===== config.mk =====
export PLATFORM = sky130hd
export DESIGN_NAME = nru_page_table_mmu
export DESIGN_NICKNAME = d
export VERILOG_FILES = /design/src/npt_pkg.sv /design/src/npt_ctrl.sv /design/src/npt_datapath.sv /design/src/nru_page_table_mmu.sv
export VERILOG_INCLUDE_DIRS = /design/src /design/src/src
export SDC_FILE = /design/constraint.sdc
export NUM_CORES = 1
export LEC_CHECK = 0
export BUFFER_PORTS_ARGS = -buffer_cell sky130_fd_sc_hd__buf_2
export CAP_MARGIN = 30
export CORE_ASPECT_RATIO = 1.1
export CORE_MARGIN = 10
export CORE_UTILIZATION = 56
export DETAILED_ROUTE_END_ITERATION = 12
export PLACE_DENSITY = 0.79
export SLEW_MARGIN = 10
export SYNTH_ARGS = -nofsm -noshare
export SYNTH_HDL_FRONTEND = slang
export SYNTH_SLANG_ARGS = --single-unit

===== constraint.sdc =====
create_clock -name clk -period 6 [get_ports clk]
set_input_delay 0.3 -clock clk [delete_from_list [all_inputs] [get_ports clk]]
set_output_delay 0.3 -clock clk [all_outputs]
set_load 0.05 [all_outputs]

===== src/nru_page_table_mmu_defines.svh =====
// ----------------------------------------------------------------------------
// nru_page_table_mmu_defines
// Assertion macros shared by the NRU page table modules.
// ----------------------------------------------------------------------------
`ifndef NRU_PAGE_TABLE_MMU_DEFINES_SVH
`define NRU_PAGE_TABLE_MMU_DEFINES_SVH

// same-cycle implication, checked out of reset
`define NPT_ASSERT_NOW(lbl, ante, cons, msg) \
  lbl: assert property (@(posedge clk) disable iff (!rst_n) (ante) |-> (cons)) \
    else $error(msg);

// next-cycle implication, checked out of reset
`define NPT_ASSERT_NEXT(lbl, ante, cons, msg) \
  lbl: assert property (@(posedge clk) disable iff (!rst_n) (ante) |=> (cons)) \
    else $error(msg);

`endif


===== src/npt_pkg.sv =====
// ----------------------------------------------------------------------------
// npt_pkg
// Shared constants and control types of the NRU page table MMU.
// ----------------------------------------------------------------------------
package npt_pkg;

  localparam int NUM_PAGES  = 256;
  localparam int PAGE_W     = $clog2(NUM_PAGES);
  localparam int MAX_FRAMES = 16;
  localparam int FRAME_W    = 4;
  localparam int FCNT_W     = 5;
  localparam int ADDR_W     = 16;
  localparam int VPN_W      = 8;
  localparam int FAULT_W    = 32;
  localparam int LFSR_W     = 8;
  localparam int KEY_W      = 2 + PAGE_W;
  localparam int CFG_IDX_W  = 1;
  localparam int CFG_DATA_W = 8;

  localparam logic [FCNT_W-1:0] DEFAULT_FRAMES = FCNT_W'(10);
  localparam logic [LFSR_W-1:0] LFSR_MASK      = 8'hB8;
  localparam logic [LFSR_W-1:0] LFSR_RESET     = 8'h01;

  localparam logic [CFG_IDX_W-1:0] CFG_FRAME_COUNT = 1'b0;
  localparam logic [CFG_IDX_W-1:0] CFG_LFSR_SEED   = 1'b1;

  localparam logic ACC_WRITE = 1'b1;

  typedef struct packed {
    logic load;
    logic scan_clear;
    logic scan_step;
    logic commit;
  } npt_cmd_t;

  typedef struct packed {
    logic hit;
    logic free;
    logic scan_last;
  } npt_sts_t;

endpackage


===== src/npt_ctrl.sv =====
// ----------------------------------------------------------------------------
// npt_ctrl
// Access sequencer: lookup, victim scan, commit and result strobe.
// ----------------------------------------------------------------------------
`include "nru_page_table_mmu_defines.svh"

module npt_ctrl (
  input  logic              clk,
  input  logic              rst_n,
  input  logic              start,
  output logic              busy,
  output logic              out_valid,
  input  npt_pkg::npt_sts_t sts,
  output npt_pkg::npt_cmd_t cmd
);

  typedef enum logic [1:0] {
    S_IDLE,
    S_LOOK,
    S_SCAN,
    S_COMMIT
  } state_t;

  state_t state_r, state_nxt;
  logic   out_valid_r, out_valid_nxt;

  always_comb begin
    state_nxt      = state_r;
    out_valid_nxt  = 1'b0;
    cmd            = '0;
    case (state_r)
      S_IDLE: begin
        if (start) begin
          cmd.load  = 1'b1;
          state_nxt = S_LOOK;
        end
      end
      S_LOOK: begin
        if (sts.hit || sts.free) begin
          state_nxt = S_COMMIT;
        end else begin
          cmd.scan_clear = 1'b1;
          state_nxt      = S_SCAN;
        end
      end
      S_SCAN: begin
        cmd.scan_step = 1'b1;
        if (sts.scan_last) begin
          state_nxt = S_COMMIT;
        end
      end
      S_COMMIT: begin
        cmd.commit    = 1'b1;
        out_valid_nxt = 1'b1;
        state_nxt     = S_IDLE;
      end
      default: begin
        state_nxt = S_IDLE;
      end
    endcase
  end

  always_ff @(posedge clk) begin
    if (!rst_n) begin
      state_r     <= S_IDLE;
      out_valid_r <= 1'b0;
    end else begin
      state_r     <= state_nxt;
      out_valid_r <= out_valid_nxt;
    end
  end

  assign busy      = (state_r != S_IDLE);
  assign out_valid = out_valid_r;

  `NPT_ASSERT_NOW(a_strobe_idle, out_valid_r, state_r == S_IDLE, "strobe while busy")
  `NPT_ASSERT_NEXT(a_accept_look, start && !busy, state_r == S_LOOK, "accept lost")
  `NPT_ASSERT_NEXT(a_commit_strobe, cmd.commit, out_valid_r, "commit without strobe")

endmodule


===== src/npt_datapath.sv =====
// ----------------------------------------------------------------------------
// npt_datapath
// Frame table, NRU victim scan, LFSR, fault counter and result registers.
// ----------------------------------------------------------------------------
`include "nru_page_table_mmu_defines.svh"

module npt_datapath (
  input  logic                               clk,
  input  logic                               rst_n,
  input  npt_pkg::npt_cmd_t                  cmd,
  output npt_pkg::npt_sts_t                  sts,
  input  logic                               in_cmd,
  input  logic [npt_pkg::ADDR_W-1:0]         in_address,
  input  logic                               cfg_valid,
  output logic                               cfg_ready,
  input  logic [npt_pkg::CFG_IDX_W-1:0]      cfg_index,
  input  logic [npt_pkg::CFG_DATA_W-1:0]     cfg_data,
  output logic [npt_pkg::VPN_W-1:0]          out_page,
  output logic [npt_pkg::FRAME_W-1:0]        out_frame,
  output logic                               out_fault,
  output logic                               out_evicted,
  output logic [npt_pkg::VPN_W-1:0]          out_victim_page,
  output logic [npt_pkg::FAULT_W-1:0]        out_fault_total
);

  localparam int MF = npt_pkg::MAX_FRAMES;

  // request
  logic                        wr_r;
  logic [npt_pkg::PAGE_W-1:0]  page_r;
  logic [npt_pkg::VPN_W-1:0]   vpn;

  // frame table
  logic [npt_pkg::PAGE_W-1:0]  page_of_r [MF];
  logic [MF-1:0]               ref_r;
  logic [MF-1:0]               mod_r;
  logic [MF-1:0]               valid;
  logic [MF-1:0]               match;
  logic [MF-1:0]               lmatch;

  // global state
  logic [npt_pkg::FCNT_W-1:0]  frames_used_r;
  logic [npt_pkg::FCNT_W-1:0]  frame_count_r;
  logic [npt_pkg::FCNT_W-1:0]  limit;
  logic [npt_pkg::LFSR_W-1:0]  lfsr_r;
  logic [npt_pkg::LFSR_W-1:0]  lfsr_step;
  logic [npt_pkg::LFSR_W-1:0]  seed;
  logic [npt_pkg::PAGE_W-1:0]  last_page_r;
  logic                        last_valid_r;
  logic [npt_pkg::FAULT_W-1:0] fault_cnt_r;
  logic [npt_pkg::FAULT_W-1:0] fault_cnt_nxt;

  // victim scan
  logic [npt_pkg::FRAME_W-1:0] scan_idx_r;
  logic                        best_found_r;
  logic [npt_pkg::KEY_W-1:0]   best_key_r;
  logic [npt_pkg::FRAME_W-1:0] best_frame_r;
  logic [npt_pkg::PAGE_W-1:0]  best_page_r;
  logic                        cur_valid;
  logic                        cur_ref;
  logic                        cur_mod;
  logic [npt_pkg::PAGE_W-1:0]  cur_page;
  logic [npt_pkg::KEY_W-1:0]   cur_key;

  // access decision
  logic                        hit;
  logic                        free;
  logic [npt_pkg::FRAME_W-1:0] hit_frame;
  logic                        hit_mod;
  logic [npt_pkg::FRAME_W-1:0] target;
  logic                        evict;
  logic                        fault;
  logic                        clear_last;

  assign vpn = in_address[npt_pkg::ADDR_W-1 -: npt_pkg::VPN_W];

  always_comb begin
    hit_frame = '0;
    hit_mod   = 1'b0;
    cur_valid = 1'b0;
    cur_ref   = 1'b0;
    cur_mod   = 1'b0;
    cur_page  = '0;
    for (int i = 0; i < MF; i++) begin
      valid[i]  = (npt_pkg::FCNT_W'(i) < frames_used_r);
      match[i]  = valid[i] && (page_of_r[i] == page_r);
      lmatch[i] = valid[i] && (page_of_r[i] == last_page_r);
      if (match[i]) begin
        hit_frame = hit_frame | npt_pkg::FRAME_W'(i);
        hit_mod   = hit_mod | mod_r[i];
      end
      if (scan_idx_r == npt_pkg::FRAME_W'(i)) begin
        cur_valid = valid[i];
        cur_ref   = ref_r[i];
        cur_mod   = mod_r[i];
        cur_page  = page_of_r[i];
      end
    end
  end

  assign hit = |match;

  always_comb begin
    if (frame_count_r == '0) begin
      limit = npt_pkg::FCNT_W'(1);
    end else if (frame_count_r > npt_pkg::FCNT_W'(MF)) begin
      limit = npt_pkg::FCNT_W'(MF);
    end else begin
      limit = frame_count_r;
    end
  end

  assign free    = (frames_used_r < limit);
  assign cur_key = {cur_ref, cur_mod, cur_page - lfsr_r[npt_pkg::PAGE_W-1:0]};

  assign sts.hit       = hit;
  assign sts.free      = free;
  assign sts.scan_last = (scan_idx_r == npt_pkg::FRAME_W'(MF - 1));

  assign evict  = !hit && !free;
  assign fault  = !hit || ((wr_r == npt_pkg::ACC_WRITE) && !hit_mod);
  assign target = hit  ? hit_frame :
                  free ? frames_used_r[npt_pkg::FRAME_W-1:0] : best_frame_r;
  assign clear_last = last_valid_r && (last_page_r != page_r);

  assign fault_cnt_nxt = (fault && (fault_cnt_r != '1)) ? fault_cnt_r + 1'b1 : fault_cnt_r;

  assign lfsr_step = lfsr_r[0] ? ((lfsr_r >> 1) ^ npt_pkg::LFSR_MASK) : (lfsr_r >> 1);
  assign seed      = (cfg_data == '0) ? npt_pkg::LFSR_RESET : cfg_data;
  assign cfg_ready = 1'b1;

  // control state
  always_ff @(posedge clk) begin
    if (!rst_n) begin
      frames_used_r <= '0;
      frame_count_r <= npt_pkg::DEFAULT_FRAMES;
      lfsr_r        <= npt_pkg::LFSR_RESET;
      last_page_r   <= '0;
      last_valid_r  <= 1'b0;
      fault_cnt_r   <= '0;
      scan_idx_r    <= '0;
      best_found_r  <= 1'b0;
    end else begin
      if (cfg_valid && (cfg_index == npt_pkg::CFG_FRAME_COUNT)) begin
        frame_count_r <= cfg_data[npt_pkg::FCNT_W-1:0];
      end
      if (cfg_valid && (cfg_index == npt_pkg::CFG_LFSR_SEED)) begin
        lfsr_r <= seed;
      end else if (cmd.commit && evict) begin
        lfsr_r <= lfsr_step;
      end
      if (cmd.scan_clear) begin
        scan_idx_r   <= '0;
        best_found_r <= 1'b0;
      end else if (cmd.scan_step) begin
        scan_idx_r <= scan_idx_r + 1'b1;
        if (cur_valid && (!best_found_r || (cur_key < best_key_r))) begin
          best_found_r <= 1'b1;
        end
      end
      if (cmd.commit) begin
        if (!hit && free) begin
          frames_used_r <= frames_used_r + 1'b1;
        end
        fault_cnt_r  <= fault_cnt_nxt;
        last_page_r  <= page_r;
        last_valid_r <= 1'b1;
      end
    end
  end

  // payload
  always_ff @(posedge clk) begin
    if (cmd.load) begin
      wr_r   <= in_cmd;
      page_r <= vpn[npt_pkg::PAGE_W-1:0];
    end
    if (cmd.scan_step && cur_valid && (!best_found_r || (cur_key < best_key_r))) begin
      best_key_r   <= cur_key;
      best_frame_r <= scan_idx_r;
      best_page_r  <= cur_page;
    end
    for (int i = 0; i < MF; i++) begin
      if (cmd.commit && (target == npt_pkg::FRAME_W'(i))) begin
        page_of_r[i] <= page_r;
        ref_r[i]     <= 1'b1;
        mod_r[i]     <= (hit && hit_mod) || (wr_r == npt_pkg::ACC_WRITE);
      end else if (cmd.commit && clear_last && lmatch[i]) begin
        ref_r[i] <= 1'b0;
      end
    end
    if (cmd.commit) begin
      out_page        <= npt_pkg::VPN_W'(page_r);
      out_frame       <= target;
      out_fault       <= fault;
      out_evicted     <= evict;
      out_victim_page <= evict ? npt_pkg::VPN_W'(best_page_r) : '0;
      out_fault_total <= fault_cnt_nxt;
    end
  end

  `NPT_ASSERT_NOW(a_used_bound, 1'b1, frames_used_r <= npt_pkg::FCNT_W'(MF), "frames overrun")
  `NPT_ASSERT_NOW(a_victim_found, cmd.commit && evict, best_found_r, "no victim at commit")
  `NPT_ASSERT_NOW(a_lfsr_live, 1'b1, lfsr_r != '0, "scan LFSR stuck at zero")

endmodule


===== src/nru_page_table_mmu.sv =====
// ----------------------------------------------------------------------------
// nru_page_table_mmu
// Page table MMU with not-recently-used replacement over up to 16 frames.
// ----------------------------------------------------------------------------
// Usage:
//   Access channel: drive in_cmd (0 read, 1 write) and in_address with start
//   high; the access is taken at a clock edge where start is high and busy
//   is low. busy stays high until the access has finished.
//   Result channel: out_valid pulses for one cycle with the page, frame,
//   fault, eviction and running fault total. The receiver cannot stall.
//   Config channel: cfg_valid with cfg_index/cfg_data, cfg_ready always high.
//   Index 0 sets the frame limit, index 1 loads the victim-scan LFSR.
//   Write config only while busy is low and no result is pending.
// Sequence:
//   For a hit or a free-frame fill the access passes the lookup and commit
//   states before out_valid rises; an eviction adds a scan of the frame
//   table between them, one frame per cycle. A new access can be taken in
//   the out_valid cycle.
// Reset:
//   rst_n low empties the frame table, clears the fault count and loads
//   the LFSR with 1; the frame limit returns to 10.
// ----------------------------------------------------------------------------
module nru_page_table_mmu (
  input  logic                           clk,
  input  logic                           rst_n,
  input  logic                           start,
  output logic                           busy,
  input  logic                           in_cmd,
  input  logic [npt_pkg::ADDR_W-1:0]     in_address,
  output logic                           out_valid,
  output logic [npt_pkg::VPN_W-1:0]      out_page,
  output logic [npt_pkg::FRAME_W-1:0]    out_frame,
  output logic                           out_fault,
  output logic                           out_evicted,
  output logic [npt_pkg::VPN_W-1:0]      out_victim_page,
  output logic [npt_pkg::FAULT_W-1:0]    out_fault_total,
  input  logic                           cfg_valid,
  output logic                           cfg_ready,
  input  logic [npt_pkg::CFG_IDX_W-1:0]  cfg_index,
  input  logic [npt_pkg::CFG_DATA_W-1:0] cfg_data
);

  npt_pkg::npt_cmd_t cmd;
  npt_pkg::npt_sts_t sts;

  npt_ctrl u_ctrl (
    .clk       (clk),
    .rst_n     (rst_n),
    .start     (start),
    .busy      (busy),
    .out_valid (out_valid),
    .sts       (sts),
    .cmd       (cmd)
  );

  npt_datapath u_datapath (
    .clk             (clk),
    .rst_n           (rst_n),
    .cmd             (cmd),
    .sts             (sts),
    .in_cmd          (in_cmd),
    .in_address      (in_address),
    .cfg_valid       (cfg_valid),
    .cfg_ready       (cfg_ready),
    .cfg_index       (cfg_index),
    .cfg_data        (cfg_data),
    .out_page        (out_page),
    .out_frame       (out_frame),
    .out_fault       (out_fault),
    .out_evicted     (out_evicted),
    .out_victim_page (out_victim_page),
    .out_fault_total (out_fault_total)
  );

endmodule


==> results.yml <==
drt:
  post-route-drc-count: 0
  finalWirelength_um: 48800
  first_pass_iters: 6
  viasPerCell: 6.367
  wl_per_cell_um: 23.63
  drt_iter0_drc: 1618
  ant_nets: 0
  vias: 13148
synth:
  synth-edff-count: 229
  ys_warn_count: 0
  synth_top_cell_by_area: "edfxtp_1"
  syn_area_sq_mm: 0.01696
  synth_fa_ha_area_share_pct: 2.406
  synth.avg_cell_area_sq_um: 10.72
  synth_top_family_by_area: "XOR/XNOR gates"
  postSynthCellCount: 1582
  synth-seq-area-share_pct: 50.35
  synth_simple_gate_area_share_pct: 14.56
  syn-num-nets: 1644
  synthMuxAreaShare_pct: 1.483
  yosys-top-cells-count: "229 x edfxtp_1, 184 x xor2_1, 131 x xnor2_1"
  synth_seq_cells: 312
  synth_area_leaders: "edfxtp_1 41%, dfxtp_1 9.8%, xor2_1 9.5%, xnor2_1 6.8%, o21ai_0 2.4%"
  async_reset_ff_share_pct: 0
  post-synth-top-count-cell: "edfxtp_1"
  ys.flop_type: "edfxtp_1"
  synth_xor_area_share_pct: 16.27
  synth_compound_area_share_pct: 11.53
  ys_types: 73
  synth_top_area_share_pct: 40.55
setup_path:
  max_stage_delay_ps: 450
  cp.required_ps: 6210
  crit_path_top_delay_cell: "dfxtp_1"
  crit_path_frequent_cell: "a21oi_1"
  cp_max_fo: 17
  end_kind: "flip-flop"
  arrival_ps: 5810
  path_class: "flip-flop to flip-flop"
  start_kind: "flip-flop"
flow_run:
  max-cap-violations: 0
placement:
  place_hpwl_um: 34970
  port_buffers: 77
  globalplace.congestion: 1.009
sta:
  rsz0062_at_grt: "false"
  timing.slew.headroom_pct: 37.88
  worst_pin_slew_ps: 919.3
  fin_skew_ps: 15.89
  hold_viol_final: 0
  slew_violations: 0
  tns_ps: 0
  fin_crit_sh_pct: 93.40
  fmax_ghz: 0.1784
  min_period_ps: 5604
  setup_viol: 0
layout:
  diodes: 0
  drive_above_1_share_pct: 12.30
  multi_input_area_sq_mm: 0.007865
  area_growth_syn_to_layout_pct: 12.52
  layout.nets: 1728
  final_util_pct: 64.18
  fillCellCount: 2276
  regArea_sq_mm: 0.008538
pwr:
  vdd_drop_max_v: 0.0002798
  switching_share_pct: 32.45
  p_switching_w: 0.002127
  finalPower_w: 0.006554
  p_int_w: 0.004427
  clkPwrFrac_pct: 32.6
  seq_power_share_pct: 40.4
  p_leak_nw: 6.983
  pwr-share-comb_pct: 27.0
  powerDensity_mw_per_mm2: 343.5
die:
  core_sq_mm: 0.02973
  start_util_pct: 57.04
  dieHeight_um: 202.5
  dieArea_sq_mm: 0.03765
  num_io_pins: 87
  fp.dieW_um: 185.9
  fp-row-count: 66
global_routing:
  grt_pass1_wl_um: 74080
  grt_max_degree: 46
  antenna_found_initial: 0
  grt_overflow: 0
  grt_pass1_vias: 12503
  grt_usage_pct: 25.28
clocking:
  htreeDepth: 2
  cts_tree: "yes"
  clock_sinks: 312
  clockRootBuffer: "clkbuf_16"
  clk_latency_ps: 530
  cts_buffers: 34
  path_clk_slew_ps: 60
  clock_path_buffers: 3
  cts_setup_buffers: 0
min_path:
  hold_path.class: "primary input to flip-flop"
run_status:
  status: "completed"
worst max-delay path, delay by kind of cell (launching register included):
kind	cells	cell delay, ps
and+or+nand+nor	5	700
xor gates and xnor gates	2	370
DFF	1	450
buffers and inverters	4	670
adders and majority gates	3	690
AOI/OAI and AO/OA	14	2380
flip-flops by register name, indices dropped and copies added, names as in the netlist, 2 cells and up:
register and cells:
u_datapath.page_of_r 128, u_datapath.fault_cnt_r 32, u_datapath.out_fault_total 32, u_datapath.mod_r 16, u_datapath.ref_r 16, u_datapath.best_key_r 10
u_datapath.best_page_r 8, u_datapath.last_page_r 8, u_datapath.lfsr_r 8, u_datapath.out_page 8, u_datapath.out_victim_page 8, u_datapath.page_r 8
u_datapath.frame_count_r 5, u_datapath.frames_used_r 5, u_datapath.best_frame_r 4, u_datapath.out_frame 4, u_datapath.scan_idx_r 4, u_ctrl.state_r 2
area by class of cell:
class / instances / share of cell area, %
clock inverter: 27 / 1.476
timing repair buffer: 143 / 4.853
tap: 374 / 2.453
multi-input combinational: 1135 / 41.22
clock buffer: 34 / 4.459
sequential: 312 / 44.75
inverter: 40 / 0.7869
cell families (layout without fill, tap and decap cells):
logic type | Yosys count | count (layout)
xor gates and xnor gates | 315 | 315
AOI/OAI and AO/OA | 301 | 301
adders and majority gates | 32 | 32
and+or+nand+nor | 461 | 461
muxes | 25 | 25
DFF | 312 | 312
other | 1 | 1
buffers and inverters | 135 | 244
through the flow:
stage               cells  setup slack [ps]  cell area, sq um  hold slack, ps
floorplan            1582             102.7             16960           398.9
global placement     1994             606.4             17850           442.2
detailed placement   1994             488.3             17850           456.4
CTS                  2064             429.8             19070           30.17
global route         2065             57.59             19080           52.64
finish               2065             396.1             19080           37.85
path summary, 6_finish.rpt:
kind	slack [ps]	cells past startpoint	from	to
max	400	28	u_datapath.scan_idx_r[1]	u_datapath.best_key_r[1]
min	40	3	cfg_data[1]	u_datapath.frame_count_r[1]
max reg2reg	400	28	u_datapath.scan_idx_r[1]	u_datapath.best_key_r[1]
min reg2reg	470	2	u_datapath.ref_r[10]	u_datapath.ref_r[10]
power groups by stage:
stage | combinational, W | clock (W) | sequential, W
2_1_floorplan | 0.00111 | 0 | 0.00276
3_3_place_gp | 0.00168 | 0 | 0.00269
3_5_place_dp | 0.00174 | 0 | 0.00269
4_1_cts | 0.00175 | 0.00216 | 0.00264
5_1_grt | 0.00192 | 0.00225 | 0.00266
6_report | 0.00177 | 0.00214 | 0.00265
layout by cell type (no fill, tap or decap), types with 9 or more instances in the layout:
cell / count
edfxtp_1: 229
xor2_1: 184
xnor2_1: 131
nand2_1: 95
dfxtp_1: 83
nor2_1: 81
o21ai_0: 81
buf_2: 77
a21oi_1: 65
buf_4: 54
nor4_1: 45
nand4_1: 45
nand3_1: 43
inv_1: 39
clkbuf_16: 34
ha_1: 30
a22oi_1: 29
and3_1: 24
mux2i_1: 24
nor3_1: 22
and2_1: 21
or3_1: 20
o22ai_1: 15
o41ai_1: 15
nand2b_1: 14
or4_1: 12
o221ai_1: 11
a211oi_1: 10
o31ai_1: 10
nor2b_1: 9
clkinv_1: 9
dlygate4sd3_1: 9
repair_timing:
action | 4_1_cts | 5_1_grt
setup endpoints to repair | 0 | 17
hold buffers | 9 | 0
gates resized for setup | 0 | 1
hold endpoints to repair | 9 | 0
per-layer routing:
metal | up-vias | track usage (%) | routed length (um)
met3 | 117 | 4.304 | 4126
met5 | - | 0 | 0
met2 | 687 | 40.60 | 22780
met4 | 0 | 8.905 | 1730
li1 | 5951 | - | -
met1 | 6393 | 33.73 | 20170
Power figures use the tool's default switching activity.
